==> src/hw/rtl/hcrm_pkg.sv <==
// Package for the hall current RMS meter.
// Operation and result codes, controller states, datapath commands and status.
// No dependencies.
package hcrm_pkg;

  typedef enum logic [1:0] {
    OP_DC    = 2'd0,
    OP_AC    = 2'd1,
    OP_CAL   = 2'd2,
    OP_SPARE = 2'd3
  } op_e;

  typedef enum logic [1:0] {
    KIND_DC   = 2'd0,
    KIND_AC   = 2'd1,
    KIND_ZERO = 2'd2
  } kind_e;

  localparam logic CFG_ZERO_POINT  = 1'b0;
  localparam logic CFG_SENSOR_TYPE = 1'b1;

  localparam logic [9:0]  ZERO_RESET    = 10'd512;
  localparam logic [63:0] VCC_NUMERATOR = 64'd1125300;
  localparam logic [16:0] MA_LIMIT      = 17'd100000;
  localparam logic [9:0]  MA_PER_V      = 10'd1000;
  localparam int          DIV_STEPS     = 64;
  localparam int          SQRT_STEPS    = 28;

  typedef enum logic [3:0] {
    S_IDLE,
    S_DISPATCH,
    S_MEAN_GO,
    S_MEAN_RUN,
    S_SQRT_GO,
    S_SQRT_RUN,
    S_VCC_GO,
    S_VCC_RUN,
    S_MUL1,
    S_MUL2,
    S_SCALE_GO,
    S_SCALE_RUN,
    S_CAL_GO,
    S_FINISH
  } state_e;

  typedef enum logic [3:0] {
    CMD_NONE,
    CMD_LOAD,
    CMD_ACCUM,
    CMD_DIV_MEAN,
    CMD_DIV_VCC,
    CMD_DIV_SCALE,
    CMD_DIV_CAL,
    CMD_DIV_STEP,
    CMD_SQRT_START,
    CMD_SQRT_STEP,
    CMD_MUL1,
    CMD_MUL2,
    CMD_FINISH
  } cmd_e;

  typedef struct packed {
    op_e  op;
    logic last;
    logic cal_full;
    logic div_last;
    logic sqrt_last;
    logic out_free;
  } status_t;

endpackage

==> src/hw/rtl/hcrm_ctrl.sv <==
// Controller of the hall current RMS meter: sequences one item at a time.
// Depends on hcrm_pkg.
module hcrm_ctrl (
  input  logic              clk_i,
  input  logic              rst_ni,
  input  logic              in_valid_i,
  output logic              in_ready_o,
  input  hcrm_pkg::status_t status_i,
  output hcrm_pkg::cmd_e    cmd_o
);

  hcrm_pkg::state_e state_q, state_d;

  always_ff @(posedge clk_i or negedge rst_ni) begin
    if (!rst_ni) begin
      state_q <= hcrm_pkg::S_IDLE;
    end else begin
      state_q <= state_d;
    end
  end

  always_comb begin
    state_d    = state_q;
    cmd_o      = hcrm_pkg::CMD_NONE;
    in_ready_o = 1'b0;
    unique case (state_q)
      hcrm_pkg::S_IDLE: begin
        in_ready_o = 1'b1;
        if (in_valid_i) begin
          cmd_o   = hcrm_pkg::CMD_LOAD;
          state_d = hcrm_pkg::S_DISPATCH;
        end
      end
      hcrm_pkg::S_DISPATCH: begin
        unique case (status_i.op)
          hcrm_pkg::OP_DC: begin
            cmd_o   = hcrm_pkg::CMD_DIV_VCC;
            state_d = hcrm_pkg::S_VCC_RUN;
          end
          hcrm_pkg::OP_AC: begin
            cmd_o   = hcrm_pkg::CMD_ACCUM;
            state_d = status_i.last ? hcrm_pkg::S_MEAN_GO : hcrm_pkg::S_IDLE;
          end
          hcrm_pkg::OP_CAL: begin
            cmd_o   = hcrm_pkg::CMD_ACCUM;
            state_d = status_i.cal_full ? hcrm_pkg::S_CAL_GO : hcrm_pkg::S_IDLE;
          end
          default: state_d = hcrm_pkg::S_IDLE;
        endcase
      end
      hcrm_pkg::S_MEAN_GO: begin
        cmd_o   = hcrm_pkg::CMD_DIV_MEAN;
        state_d = hcrm_pkg::S_MEAN_RUN;
      end
      hcrm_pkg::S_MEAN_RUN: begin
        cmd_o = hcrm_pkg::CMD_DIV_STEP;
        if (status_i.div_last) state_d = hcrm_pkg::S_SQRT_GO;
      end
      hcrm_pkg::S_SQRT_GO: begin
        cmd_o   = hcrm_pkg::CMD_SQRT_START;
        state_d = hcrm_pkg::S_SQRT_RUN;
      end
      hcrm_pkg::S_SQRT_RUN: begin
        cmd_o = hcrm_pkg::CMD_SQRT_STEP;
        if (status_i.sqrt_last) state_d = hcrm_pkg::S_VCC_GO;
      end
      hcrm_pkg::S_VCC_GO: begin
        cmd_o   = hcrm_pkg::CMD_DIV_VCC;
        state_d = hcrm_pkg::S_VCC_RUN;
      end
      hcrm_pkg::S_VCC_RUN: begin
        cmd_o = hcrm_pkg::CMD_DIV_STEP;
        if (status_i.div_last) state_d = hcrm_pkg::S_MUL1;
      end
      hcrm_pkg::S_MUL1: begin
        cmd_o   = hcrm_pkg::CMD_MUL1;
        state_d = hcrm_pkg::S_MUL2;
      end
      hcrm_pkg::S_MUL2: begin
        cmd_o   = hcrm_pkg::CMD_MUL2;
        state_d = hcrm_pkg::S_SCALE_GO;
      end
      hcrm_pkg::S_SCALE_GO: begin
        cmd_o   = hcrm_pkg::CMD_DIV_SCALE;
        state_d = hcrm_pkg::S_SCALE_RUN;
      end
      hcrm_pkg::S_SCALE_RUN: begin
        cmd_o = hcrm_pkg::CMD_DIV_STEP;
        if (status_i.div_last) state_d = hcrm_pkg::S_FINISH;
      end
      hcrm_pkg::S_CAL_GO: begin
        cmd_o   = hcrm_pkg::CMD_DIV_CAL;
        state_d = hcrm_pkg::S_FINISH;
      end
      hcrm_pkg::S_FINISH: begin
        if (status_i.out_free) begin
          cmd_o   = hcrm_pkg::CMD_FINISH;
          state_d = hcrm_pkg::S_IDLE;
        end
      end
      default: state_d = hcrm_pkg::S_IDLE;
    endcase
  end

endmodule

==> src/hw/rtl/hcrm_datapath.sv <==
// Datapath of the hall current RMS meter: accumulators, shared restoring
// divider, digit-by-digit square root, scaling multipliers, result register.
// Depends on hcrm_pkg.
module hcrm_datapath #(
  parameter int ADC_FULL_SCALE = 1023,
  parameter int CAL_SAMPLES    = 10,
  parameter int COUNT_BITS     = 20
) (
  input  logic              clk_i,
  input  logic              rst_ni,
  input  hcrm_pkg::cmd_e    cmd_i,
  output hcrm_pkg::status_t status_o,
  input  logic [1:0]        in_op_i,
  input  logic [9:0]        in_sample_i,
  input  logic [9:0]        in_ref_i,
  input  logic              in_last_i,
  input  logic              cfg_we_i,
  input  logic              cfg_index_i,
  input  logic [9:0]        cfg_data_i,
  output logic              out_valid_o,
  input  logic              out_ready_i,
  output logic [1:0]        out_kind_o,
  output logic [17:0]       out_ma_o,
  output logic [9:0]        out_zero_o,
  output logic [19:0]       out_window_o
);

  localparam logic [31:0] DEN_185   = 32'(ADC_FULL_SCALE * 185);
  localparam logic [31:0] DEN_100   = 32'(ADC_FULL_SCALE * 100);
  localparam logic [31:0] DEN_66    = 32'(ADC_FULL_SCALE * 66);
  localparam int          EXT_W     = COUNT_BITS + 20;
  // calibration mean by reciprocal multiply, exact for a 14-bit sum
  localparam logic [18:0] CAL_RECIP = 19'(((1 << 18) + CAL_SAMPLES - 1) / CAL_SAMPLES);

  hcrm_pkg::op_e op_q;
  logic [9:0]  s_q, ref_q, zero_q;
  logic        last_q;
  logic [1:0]  sens_q;
  logic [39:0] sum_q;
  logic [COUNT_BITS-1:0] cnt_q;
  logic [13:0] csum_q;
  logic [3:0]  ccnt_q;
  logic [27:0] mag_q;
  logic        neg_q;
  logic [30:0] vk_q;
  logic [58:0] prod_q;
  logic [63:0] dvd_q;
  logic [31:0] dvs_q, rem_q;
  logic [5:0]  dcnt_q;
  logic [55:0] v_q, res_q, bit_q;
  logic [4:0]  scnt_q;
  logic        out_valid_q;
  logic [1:0]  out_kind_q;
  logic [17:0] out_ma_q;
  logic [9:0]  out_zero_q;
  logic [19:0] out_window_q;

  logic [9:0]  diff;
  logic        s_above;
  logic [19:0] sq;
  logic [40:0] sum_ext;
  logic [32:0] rem_sh;
  logic        qbit;
  logic [55:0] trial;
  logic [31:0] den;
  logic [16:0] ma;
  logic [EXT_W-1:0] cnt_ext;
  logic [32:0] cal_prod;

  assign s_above  = s_q > zero_q;
  assign diff     = s_above ? s_q - zero_q : zero_q - s_q;
  assign sq       = 20'(diff) * 20'(diff);
  assign sum_ext  = {1'b0, sum_q} + 41'(sq);
  assign rem_sh   = {rem_q, dvd_q[63]};
  assign qbit     = rem_sh >= {1'b0, dvs_q};
  assign trial    = res_q + bit_q;
  assign ma       = (dvd_q > 64'(hcrm_pkg::MA_LIMIT)) ? hcrm_pkg::MA_LIMIT : dvd_q[16:0];
  assign cnt_ext  = EXT_W'(cnt_q);
  assign cal_prod = 33'(csum_q) * 33'(CAL_RECIP);

  always_comb begin
    unique case (sens_q)
      2'd0:    den = DEN_185;
      2'd1:    den = DEN_100;
      default: den = DEN_66;
    endcase
    if (op_q == hcrm_pkg::OP_AC) den = {den[23:0], 8'd0};
  end

  assign status_o.op        = op_q;
  assign status_o.last      = last_q;
  assign status_o.cal_full  = (5'(ccnt_q) + 5'd1) >= 5'(CAL_SAMPLES);
  assign status_o.div_last  = dcnt_q == 6'(hcrm_pkg::DIV_STEPS - 1);
  assign status_o.sqrt_last = scnt_q == 5'(hcrm_pkg::SQRT_STEPS - 1);
  assign status_o.out_free  = !out_valid_q || out_ready_i;

  always_ff @(posedge clk_i or negedge rst_ni) begin
    if (!rst_ni) begin
      zero_q      <= hcrm_pkg::ZERO_RESET;
      sens_q      <= 2'd0;
      sum_q       <= '0;
      cnt_q       <= '0;
      csum_q      <= '0;
      ccnt_q      <= '0;
      out_valid_q <= 1'b0;
    end else begin
      if (cmd_i == hcrm_pkg::CMD_FINISH) out_valid_q <= 1'b1;
      else if (out_ready_i) out_valid_q <= 1'b0;
      if (cfg_we_i) begin
        if (cfg_index_i == hcrm_pkg::CFG_ZERO_POINT) zero_q <= cfg_data_i;
        else sens_q <= cfg_data_i[1:0];
      end
      unique case (cmd_i)
        hcrm_pkg::CMD_ACCUM: begin
          if (op_q == hcrm_pkg::OP_AC) begin
            if (cnt_q != '1) begin
              sum_q <= sum_ext[40] ? '1 : sum_ext[39:0];
              cnt_q <= cnt_q + 1'b1;
            end
          end else begin
            csum_q <= csum_q + 14'(s_q);
            ccnt_q <= ccnt_q + 4'd1;
          end
        end
        hcrm_pkg::CMD_FINISH: begin
          if (op_q == hcrm_pkg::OP_AC) begin
            sum_q <= '0;
            cnt_q <= '0;
          end else if (op_q == hcrm_pkg::OP_CAL) begin
            zero_q <= dvd_q[9:0];
            csum_q <= '0;
            ccnt_q <= '0;
          end
        end
        default: ;
      endcase
    end
  end

  always_ff @(posedge clk_i) begin
    unique case (cmd_i)
      hcrm_pkg::CMD_LOAD: begin
        op_q   <= hcrm_pkg::op_e'(in_op_i);
        s_q    <= in_sample_i;
        ref_q  <= in_ref_i;
        last_q <= in_last_i;
      end
      hcrm_pkg::CMD_DIV_MEAN: begin
        dvd_q  <= 64'(sum_q);
        dvs_q  <= 32'(cnt_q);
        rem_q  <= '0;
        dcnt_q <= '0;
      end
      hcrm_pkg::CMD_DIV_VCC: begin
        if (op_q == hcrm_pkg::OP_DC) begin
          mag_q <= 28'(diff);
          neg_q <= s_above;
        end else begin
          mag_q <= res_q[27:0];
          neg_q <= 1'b0;
        end
        dvd_q  <= hcrm_pkg::VCC_NUMERATOR;
        dvs_q  <= (ref_q == 10'd0) ? 32'd1 : 32'(ref_q);
        rem_q  <= '0;
        dcnt_q <= '0;
      end
      hcrm_pkg::CMD_DIV_SCALE: begin
        dvd_q  <= 64'(prod_q);
        dvs_q  <= den;
        rem_q  <= '0;
        dcnt_q <= '0;
      end
      hcrm_pkg::CMD_DIV_CAL: dvd_q <= 64'(cal_prod[32:18]);
      hcrm_pkg::CMD_DIV_STEP: begin
        rem_q  <= qbit ? 32'(rem_sh - {1'b0, dvs_q}) : rem_sh[31:0];
        dvd_q  <= {dvd_q[62:0], qbit};
        dcnt_q <= dcnt_q + 6'd1;
      end
      hcrm_pkg::CMD_SQRT_START: begin
        v_q    <= {dvd_q[39:0], 16'd0};
        res_q  <= '0;
        bit_q  <= 56'd1 << 54;
        scnt_q <= '0;
      end
      hcrm_pkg::CMD_SQRT_STEP: begin
        if (v_q >= trial) begin
          v_q   <= v_q - trial;
          res_q <= (res_q >> 1) + bit_q;
        end else begin
          res_q <= res_q >> 1;
        end
        bit_q  <= bit_q >> 2;
        scnt_q <= scnt_q + 5'd1;
      end
      hcrm_pkg::CMD_MUL1: vk_q <= 31'(dvd_q[20:0]) * 31'(hcrm_pkg::MA_PER_V);
      hcrm_pkg::CMD_MUL2: prod_q <= 59'(mag_q) * 59'(vk_q);
      hcrm_pkg::CMD_FINISH: begin
        out_zero_q <= (op_q == hcrm_pkg::OP_CAL) ? dvd_q[9:0] : zero_q;
        unique case (op_q)
          hcrm_pkg::OP_DC: begin
            out_kind_q   <= hcrm_pkg::KIND_DC;
            out_ma_q     <= (neg_q && ma != '0) ? 18'(-18'(ma)) : 18'(ma);
            out_window_q <= '0;
          end
          hcrm_pkg::OP_AC: begin
            out_kind_q   <= hcrm_pkg::KIND_AC;
            out_ma_q     <= 18'(ma);
            out_window_q <= (cnt_ext > EXT_W'(20'hFFFFF)) ? 20'hFFFFF : cnt_ext[19:0];
          end
          default: begin
            out_kind_q   <= hcrm_pkg::KIND_ZERO;
            out_ma_q     <= '0;
            out_window_q <= '0;
          end
        endcase
      end
      default: ;
    endcase
  end

  assign out_valid_o  = out_valid_q;
  assign out_kind_o   = out_kind_q;
  assign out_ma_o     = out_ma_q;
  assign out_zero_o   = out_zero_q;
  assign out_window_o = out_window_q;

endmodule

==> src/hw/rtl/hall_current_rms_meter.sv <==
// One beat is in flight at a time: a new beat is accepted only while the controller
// is idle, after the current beat has been processed.
// DC reads and AC window ends run through the shared 64-step restoring divider, and AC window
// ends also through the 28-step root; a finish also waits for the output register to drain.
// A finished result waits in an output register while the next beat is taken.
// Reset (async, active low): zero point 512, sensor 185 mV/A, sums and counts 0.
module hall_current_rms_meter #(
  parameter int ADC_FULL_SCALE = 1023,
  parameter int CAL_SAMPLES    = 10,
  parameter int COUNT_BITS     = 20
) (
  input  logic        clk_i,
  input  logic        rst_ni,
  input  logic        s_axis_tvalid,
  output logic        s_axis_tready,
  input  logic [23:0] s_axis_tdata,  // sample[9:0], reference_reading[19:10], zeros
  input  logic [1:0]  s_axis_tuser,  // operation[1:0]
  input  logic        s_axis_tlast,
  output logic        m_axis_tvalid,
  input  logic        m_axis_tready,
  output logic [47:0] m_axis_tdata,  // current_ma[17:0], zero_value[27:18], window_samples[47:28]
  output logic [1:0]  m_axis_tuser,  // result_kind[1:0]
  input  logic        cfg_we_i,
  input  logic        cfg_index_i,
  input  logic [9:0]  cfg_data_i
);

  hcrm_pkg::cmd_e    cmd;
  hcrm_pkg::status_t status;
  logic [17:0] ma;
  logic [9:0]  zero;
  logic [19:0] window;

  hcrm_ctrl u_ctrl (
    .clk_i      (clk_i),
    .rst_ni     (rst_ni),
    .in_valid_i (s_axis_tvalid),
    .in_ready_o (s_axis_tready),
    .status_i   (status),
    .cmd_o      (cmd)
  );

  hcrm_datapath #(
    .ADC_FULL_SCALE (ADC_FULL_SCALE),
    .CAL_SAMPLES    (CAL_SAMPLES),
    .COUNT_BITS     (COUNT_BITS)
  ) u_dp (
    .clk_i        (clk_i),
    .rst_ni       (rst_ni),
    .cmd_i        (cmd),
    .status_o     (status),
    .in_op_i      (s_axis_tuser),
    .in_sample_i  (s_axis_tdata[9:0]),
    .in_ref_i     (s_axis_tdata[19:10]),
    .in_last_i    (s_axis_tlast),
    .cfg_we_i     (cfg_we_i),
    .cfg_index_i  (cfg_index_i),
    .cfg_data_i   (cfg_data_i),
    .out_valid_o  (m_axis_tvalid),
    .out_ready_i  (m_axis_tready),
    .out_kind_o   (m_axis_tuser),
    .out_ma_o     (ma),
    .out_zero_o   (zero),
    .out_window_o (window)
  );

  assign m_axis_tdata = {window, zero, ma};

endmodule
==> config.mk <==
export PLATFORM = sky130hd
export DESIGN_NAME = hall_current_rms_meter
export DESIGN_NICKNAME = d
export VERILOG_FILES = /design/src/hw/rtl/hcrm_pkg.sv /design/src/hw/rtl/hcrm_ctrl.sv /design/src/hw/rtl/hcrm_datapath.sv /design/src/hw/rtl/hall_current_rms_meter.sv
export SDC_FILE = /design/constraint.sdc
export NUM_CORES = 2
export LEC_CHECK = 0
export ABC_CLOCK_PERIOD_IN_PS = 9470
export BUFFER_PORTS_ARGS = -buffer_cell sky130_fd_sc_hd__buf_4
export CORE_ASPECT_RATIO = 1.2
export CORE_MARGIN = 2
export CORE_UTILIZATION = 46
export DETAILED_ROUTE_END_ITERATION = 10
export GPL_TIMING_DRIVEN = 1
export PLACE_DENSITY = 0.6
export SLEW_MARGIN = 30
export SYNTH_ARGS = -nofsm -noshare
export SYNTH_HDL_FRONTEND = slang
export SYNTH_HIERARCHICAL = 1
export SYNTH_SLANG_ARGS = --single-unit
==> constraint.sdc <==
create_clock -name clk_i -period 9.47 [get_ports clk_i]
set_clock_uncertainty 0.2 [all_clocks]
set_input_delay 1.4205 -clock clk_i [delete_from_list [all_inputs] [get_ports clk_i]]
set_output_delay 1.4205 -clock clk_i [all_outputs]
set_load 0.02 [all_outputs]
After elaboration in Yosys (flattened, before gate mapping)
Cells that the tools add are included.
{"block": "totals", "in_bits": 43, "ff_bits": 588, "elab_cells": 180, "out_inout_bits": 52}
{"block": "op_classes", "magnitude_cmp": 6, "n_reduce_logical": 22, "mul": 4, "n_mux": 61, "add_sub_neg": 14, "n_eq_ne": 44}
{"cell": "$pmux W56 S2", "n": 3}
{"cell": "$pmux W64 S5", "n": 1}
{"cell": "$mux W40", "n": 4}
{"cell": "$mux W56", "n": 2}
{"cell": "$pmux W32 S3", "n": 1}
{"cell": "$mux W10", "n": 9}
{"cell": "$mux W20", "n": 4}
{"cell": "$pmux W40 S2", "n": 1}
{"cell": "$pmux W18 S2", "n": 2}
{"cell": "$gt A64 B17 Y1 const B", "n": 1}
{"cell": "$mux W32", "n": 2}
{"cell": "$pmux W32 S2", "n": 1}
{"cell": "$add A55 B56 Y56", "n": 1}
{"cell": "$add A56 B56 Y56", "n": 1}
{"cell": "$ge A56 B56 Y1", "n": 1}
{"cell": "$mul A28 B28 Y56", "n": 1}
{"cell": "$pmux W4 S14", "n": 1}
{"cell": "$sub A56 B56 Y56", "n": 1}
{"cell": "$pmux W4 S12", "n": 1}
{"cell": "$eq A4 B4 Y1 const B", "n": 11}
{"cell": "$mux W4", "n": 11}
{"cell": "$mux W14", "n": 3}
{"cell": "$add A40 B20 Y41", "n": 1}
{"cell": "$pmux W20 S2", "n": 1}
{"cell": "other kinds (52)", "n": 86}

Depth between registers and ports, before layout
{"block": "logic_depth", "ltp_word": 8, "mapped_depth": 38, "depth_no_buf": 37}

By module
Netlist, hierarchy kept.
{"mod": "hcrm_datapath", "seq_area_each_um2": 15971.6, "cells_each": 6955, "n_inst": 1, "area_each_um2": 66445.0}
{"mod": "hcrm_ctrl", "seq_area_each_um2": 100.1, "cells_each": 74, "n_inst": 1, "area_each_um2": 565.5}

Worst setup path before layout
No wires, ideal clock.
{"block": "synth_path", "path_type": "input to register", "start": "input m_axis_tready", "end": "register u_dp.v_q[0], enable pin", "path_stages": 10, "arrival_time_ns": 9.313, "n_path_buf": 2, "setup_ns": 0.555, "setup_slack_ns": -0.598, "required_ns": 8.715, "cell_sequence": "nand2b_1 nor2b_1 o21ai_0 o21ai_0 a21oi_1 clkbuf_1 nand2b_1 nor2_1 clkbuf_1 a21boi_0"}
{"block": "synth_via", "elab_chain_cells": 6, "elab_cells_between_ends": 8, "cone_classes": "eq/ne: 3; mux: 2; reduce/logical: 3"}
{"item": "start: declaration", "line_no": "hall_current_rms_meter.sv:20", "text": "input logic m_axis_tready,"}
{"item": "$logic_or A1 B1 Y1 *", "line_no": "hcrm_datapath.sv:95", "text": "assign status_o.out_free = !out_valid_q || out_ready_i;"}
{"item": "$mux W4 *", "line_no": "hcrm_ctrl.sv:96", "text": "if (status_i.out_free) begin"}
{"item": "$pmux W4 S12 *", "line_no": "hcrm_ctrl.sv:26", "text": "unique case (state_q)"}
{"item": "net cmd[2]", "line_no": "hall_current_rms_meter.sv:28", "text": "hcrm_pkg::cmd_e cmd;"}
{"item": "$eq A4 B4 Y1", "line_no": "hcrm_datapath.sv:141", "text": "unique case (cmd_i)"}
{"item": "$ne A2 B1 Y1 (no source line) or $reduce_bool A2 Y1 (tied branches)"}
{"item": "$reduce_and A2 Y1 (no source line) *"}
{"item": "end signal: assignment", "line_no": "hcrm_datapath.sv:180", "text": "v_q <= {dvd_q[39:0], 16'd0};"}
{"item": "end signal: assignment", "line_no": "hcrm_datapath.sv:187", "text": "v_q <= v_q - trial;"}
{"item": "end: declaration", "line_no": "hcrm_datapath.sv:50", "text": "logic [55:0] v_q, res_q, bit_q;"}
The timed path passes the listed nets; every way through them passes the cells marked *.
A chain may end at the register's enable or synchronous reset.

Worst setup path after layout
{"block": "layout_path", "start": "register u_dp.s_q[0]", "end": "register u_dp.sum_q[27]"}
{"block": "layout_via", "elab_chain_cells": 8, "elab_cells_between_ends": 10, "cone_classes": "add/sub: 3; mul: 1; order compare: 1; mux: 5"}
{"item": "start: declaration", "line_no": "hcrm_datapath.sv:36", "text": "logic [9:0] s_q, ref_q, zero_q;"}
{"item": "start signal: assignment", "line_no": "hcrm_datapath.sv:144", "text": "s_q <= in_sample_i;"}
{"item": "$sub A10 B10 Y10 or $gt A10 B10 Y1 (tied branches)", "line_no": "hcrm_datapath.sv:71, hcrm_datapath.sv:70"}
{"item": "$mux W10 *", "line_no": "hcrm_datapath.sv:71", "text": "assign diff = s_above ? s_q - zero_q : zero_q - s_q;"}
{"item": "$mul A10 B10 Y20 *", "line_no": "hcrm_datapath.sv:72", "text": "assign sq = 20'(diff) * 20'(diff);"}
{"item": "$add A40 B20 Y41 *", "line_no": "hcrm_datapath.sv:73", "text": "assign sum_ext = {1'b0, sum_q} + 41'(sq);"}
{"item": "$mux W40 *", "line_no": "hcrm_datapath.sv:117", "text": "sum_q <= sum_ext[40] ? '1 : sum_ext[39:0];"}
{"item": "$mux W40 *", "line_no": "hcrm_datapath.sv:116", "text": "if (cnt_q != '1) begin"}
{"item": "$mux W40 *", "line_no": "hcrm_datapath.sv:115", "text": "if (op_q == hcrm_pkg::OP_AC) begin"}
{"item": "$pmux W40 S2 *", "line_no": "hcrm_datapath.sv:113", "text": "unique case (cmd_i)"}
{"item": "end signal: assignment", "line_no": "hcrm_datapath.sv:117"}
{"item": "end: declaration", "line_no": "hcrm_datapath.sv:39", "text": "logic [39:0] sum_q;"}
Mark *: on every way between the ends. The rest lies on a longest branch, timed or not. The select of a mux whose other input is x is not followed.

==> flow_metrics.env <==
export IMPL_timing_final_ws_setup_ns=0.4881
export IMPL_clk_path_buf_depth=3
export IMPL_synthDistinctLibCells=93
export IMPL_layout_commonest_cell="inv_1"
export IMPL_slowest_stage="fa_1"
export IMPL_rows=153
export IMPL_critical_path_class="flop to flop"
export IMPL_cts_root_buf="clkbuf_16"
export IMPL_rsz0062_at_grt="no"
export IMPL_cp_required_ns=9.79
export IMPL_worst_pin_slew_ns=1.058
export IMPL_dr_pass1_iters=7
export IMPL_portBuffers=90
export IMPL_die_area_sq_um=148800
export IMPL_routed_wl_um=189900
export IMPL_syn_nets=8574
export IMPL_grt_first_pass_wirelength_um=299600
export IMPL_syn_area_per_cell_sq_um=9.533
export IMPL_nets=8595
export IMPL_drc_errors=0
export IMPL_ys_seq_elements=551
export IMPL_synthesis_area_sq_um=67010
export IMPL_layout_min_cycle_time_ns=8.982
export IMPL_grt_util_all_layers_pct=25.81
export IMPL_start_kind="flop"
export IMPL_drive_gt1_share_pct=7.014
export IMPL_slew_viol_final=0
export IMPL_vias=50267
export IMPL_ios=95
export IMPL_cts_tree="yes"
export IMPL_path_common_cell="fa_1"
export IMPL_gp_congestion=0.9403
export IMPL_antenna_found_initial=2
export IMPL_areaGrowthSynthToFinish_pct=8.667
export IMPL_hold_violations=0
export IMPL_ys_flop_type="edfxtp_1"
export IMPL_slew_headroom_pct=29.50
export IMPL_hold_path_class="flop to flop"
export IMPL_regArea_sq_um=16070
export IMPL_fp_dieH_um=422.1
export IMPL_placed_area_sq_um=70540
export IMPL_multiInputGateArea_sq_um=45760
export IMPL_async_flop_share_pct=17.24
export IMPL_drt_iter0_markers=3614
export IMPL_synth_edff_count=456
export IMPL_worstPathMaxFanout=8
export IMPL_status="complete, no violations"
export IMPL_start_util_pct=46.30
export IMPL_via_per_inst=5.562
export IMPL_worst_endpoint_arrival_ns=9.30
export IMPL_hpwl_um=153700
export IMPL_yosysWarnings=6
export IMPL_ant_nets=0
export IMPL_ctsHtreeMaxLevel=2
export IMPL_ys_seq_area_share_pct=23.98
export IMPL_stdcell_count=9038
export IMPL_grt_pass1_vias=52565
export IMPL_cts_clk_slew_worst_paths_ns=0.06
export IMPL_coreArea_sq_um=144700
export IMPL_setup_viol=0
export IMPL_globalRouteOverflowTotal=0
export IMPL_worstSetupEndpointType="flop"
export IMPL_final_cell_mix="1100 x inv_1, 929 x nand2_1, 880 x fa_1, 622 x ha_1, 456 x edfxtp_1"
export IMPL_max_stage_delay_ns=0.55
export IMPL_cts_sinks=551
export IMPL_stdcell_area_sq_um=72820
export IMPL_fin_setup_tns_ns=0
export IMPL_fmaxAchievable_mhz=111.3
export IMPL_place_ws_ns=0.07908
export IMPL_numCtsBuffers=59
export IMPL_grt_max_degree=96
export IMPL_cts_hold_buffers_added=0
export IMPL_cap_violations=0
export IMPL_fillers=13613
export IMPL_period_share_pct=94.85
export IMPL_postSynthCellCount=7029
export IMPL_dp_cells=8918
export IMPL_clk_latency_ns=0.67
export IMPL_routedWlPerCell_um=21.01
export IMPL_chipWidth_um=352.4
-- worst max-delay path, delay by kind of cell, from the launching register on --
family	cells	cell delay (ns)
compound gates	15	2.78
xor+xnor	1	0.16
fa+ha+maj	8	3.48
buf+inv	8	0.82
flops	1	0.40
simple gates	6	1.00
-- kinds of logic after synthesis --
kind of cell,Yosys count,synth area share [%]
simple gates,2011,13.95
fa+ha+maj,1503,37.92
buf+inv,1427,8.042
flops,551,23.98
xor+xnor,325,4.259
mux,63,0.9635
compound gates,1149,10.88
-- timing repair --
| action | CTS | global route |
|---|---|---|
| endpoints found under the setup margin | 0 | 30 |
| setup buffers | 0 | 1 |
| gates resized for setup | 0 | 10 |
-- flip-flops by register name, indices dropped and copies added (netlist names), 14 cells and up --
register	count
u_dp/res_q	56
u_dp/out_ma_o	18
u_dp/prod_q	56
u_dp/dvd_q	64
u_dp/mag_q	28
u_dp/dvs_q	23
u_dp/sum_q	40
u_dp/vk_q	28
u_dp/csum_q	14
u_dp/v_q	56
u_dp/rem_q	32
u_dp/cnt_q	20
u_dp/bit_q	28
u_dp/out_window_o	20
-- per-stage QoR --
stage,utilization [%],hold slack [ns]
floorplan,-,0.2859
global route,50.32,0.3428
CTS,50.21,0.3333
finish,50.32,0.3345
global placement,48.63,0.3150
detailed placement,48.74,0.3224
-- final cells by class --
class	instances	share of cell area (%)
clock buffer	68	2.174
tap	1937	3.328
clock inverter	43	0.7423
antenna	1	0.003436
timing repair buffer	284	3.150
sequential	551	22.07
multi-input combinational	5051	62.84
inverter	1103	5.689
-- per-layer routing --
metal	track usage (%)	part of all wire [%]	up-vias
li1	-	-	23105
met1	31.89	40	25497
met3	2.281	4.7	318
met5	0	0	-
met4	10.98	4.8	0
met2	46.10	51	1347
-- final timing paths --
path | from | depth (start not counted) | endpoint | slack (ns)
worst max-delay path | u_dp/s_q[0] | 38 | u_dp/sum_q[27] | 0.49
worst min-delay path | u_dp/prod_q[51] | 1 | u_dp/dvd_q[51] | 0.33
worst max register to register | u_dp/s_q[0] | 38 | u_dp/sum_q[27] | 0.49
worst min register to register | u_dp/prod_q[51] | 1 | u_dp/dvd_q[51] | 0.33
max in group asynchronous | rst_ni | 2 | u_dp/sum_q[28] | 7.47
min in group asynchronous | rst_ni | 1 | u_dp/csum_q[9] | 0.51
-- Yosys cell counts (all sizes together) (41+ instances only) --
library cell / instances / share of area [%]
inv: 1103 / 6.2
nand2: 932 / 5.2
fa: 880 / 26
ha: 622 / 12
edfxtp: 456 / 20
nor2: 350 / 2.0
a21oi: 302 / 2.3
clkbuf: 297 / 1.7
o21ai: 275 / 2.1
and2: 260 / 2.4
xnor2: 168 / 2.2
xor2: 157 / 2.1
a21o: 119 / 1.3
a31oi: 94 / 0.88
dfrtp: 94 / 3.5
and3: 72 / 0.67
nand3: 71 / 0.53
a211oi: 67 / 0.75
nor3: 55 / 0.44
mux2i: 54 / 0.81
nand4: 45 / 0.42
nand2b: 41 / 0.38
Power is left out: the tool's default activity adds up to more than one toggle a clock period on the data nets, which glitch-free logic cannot reach.
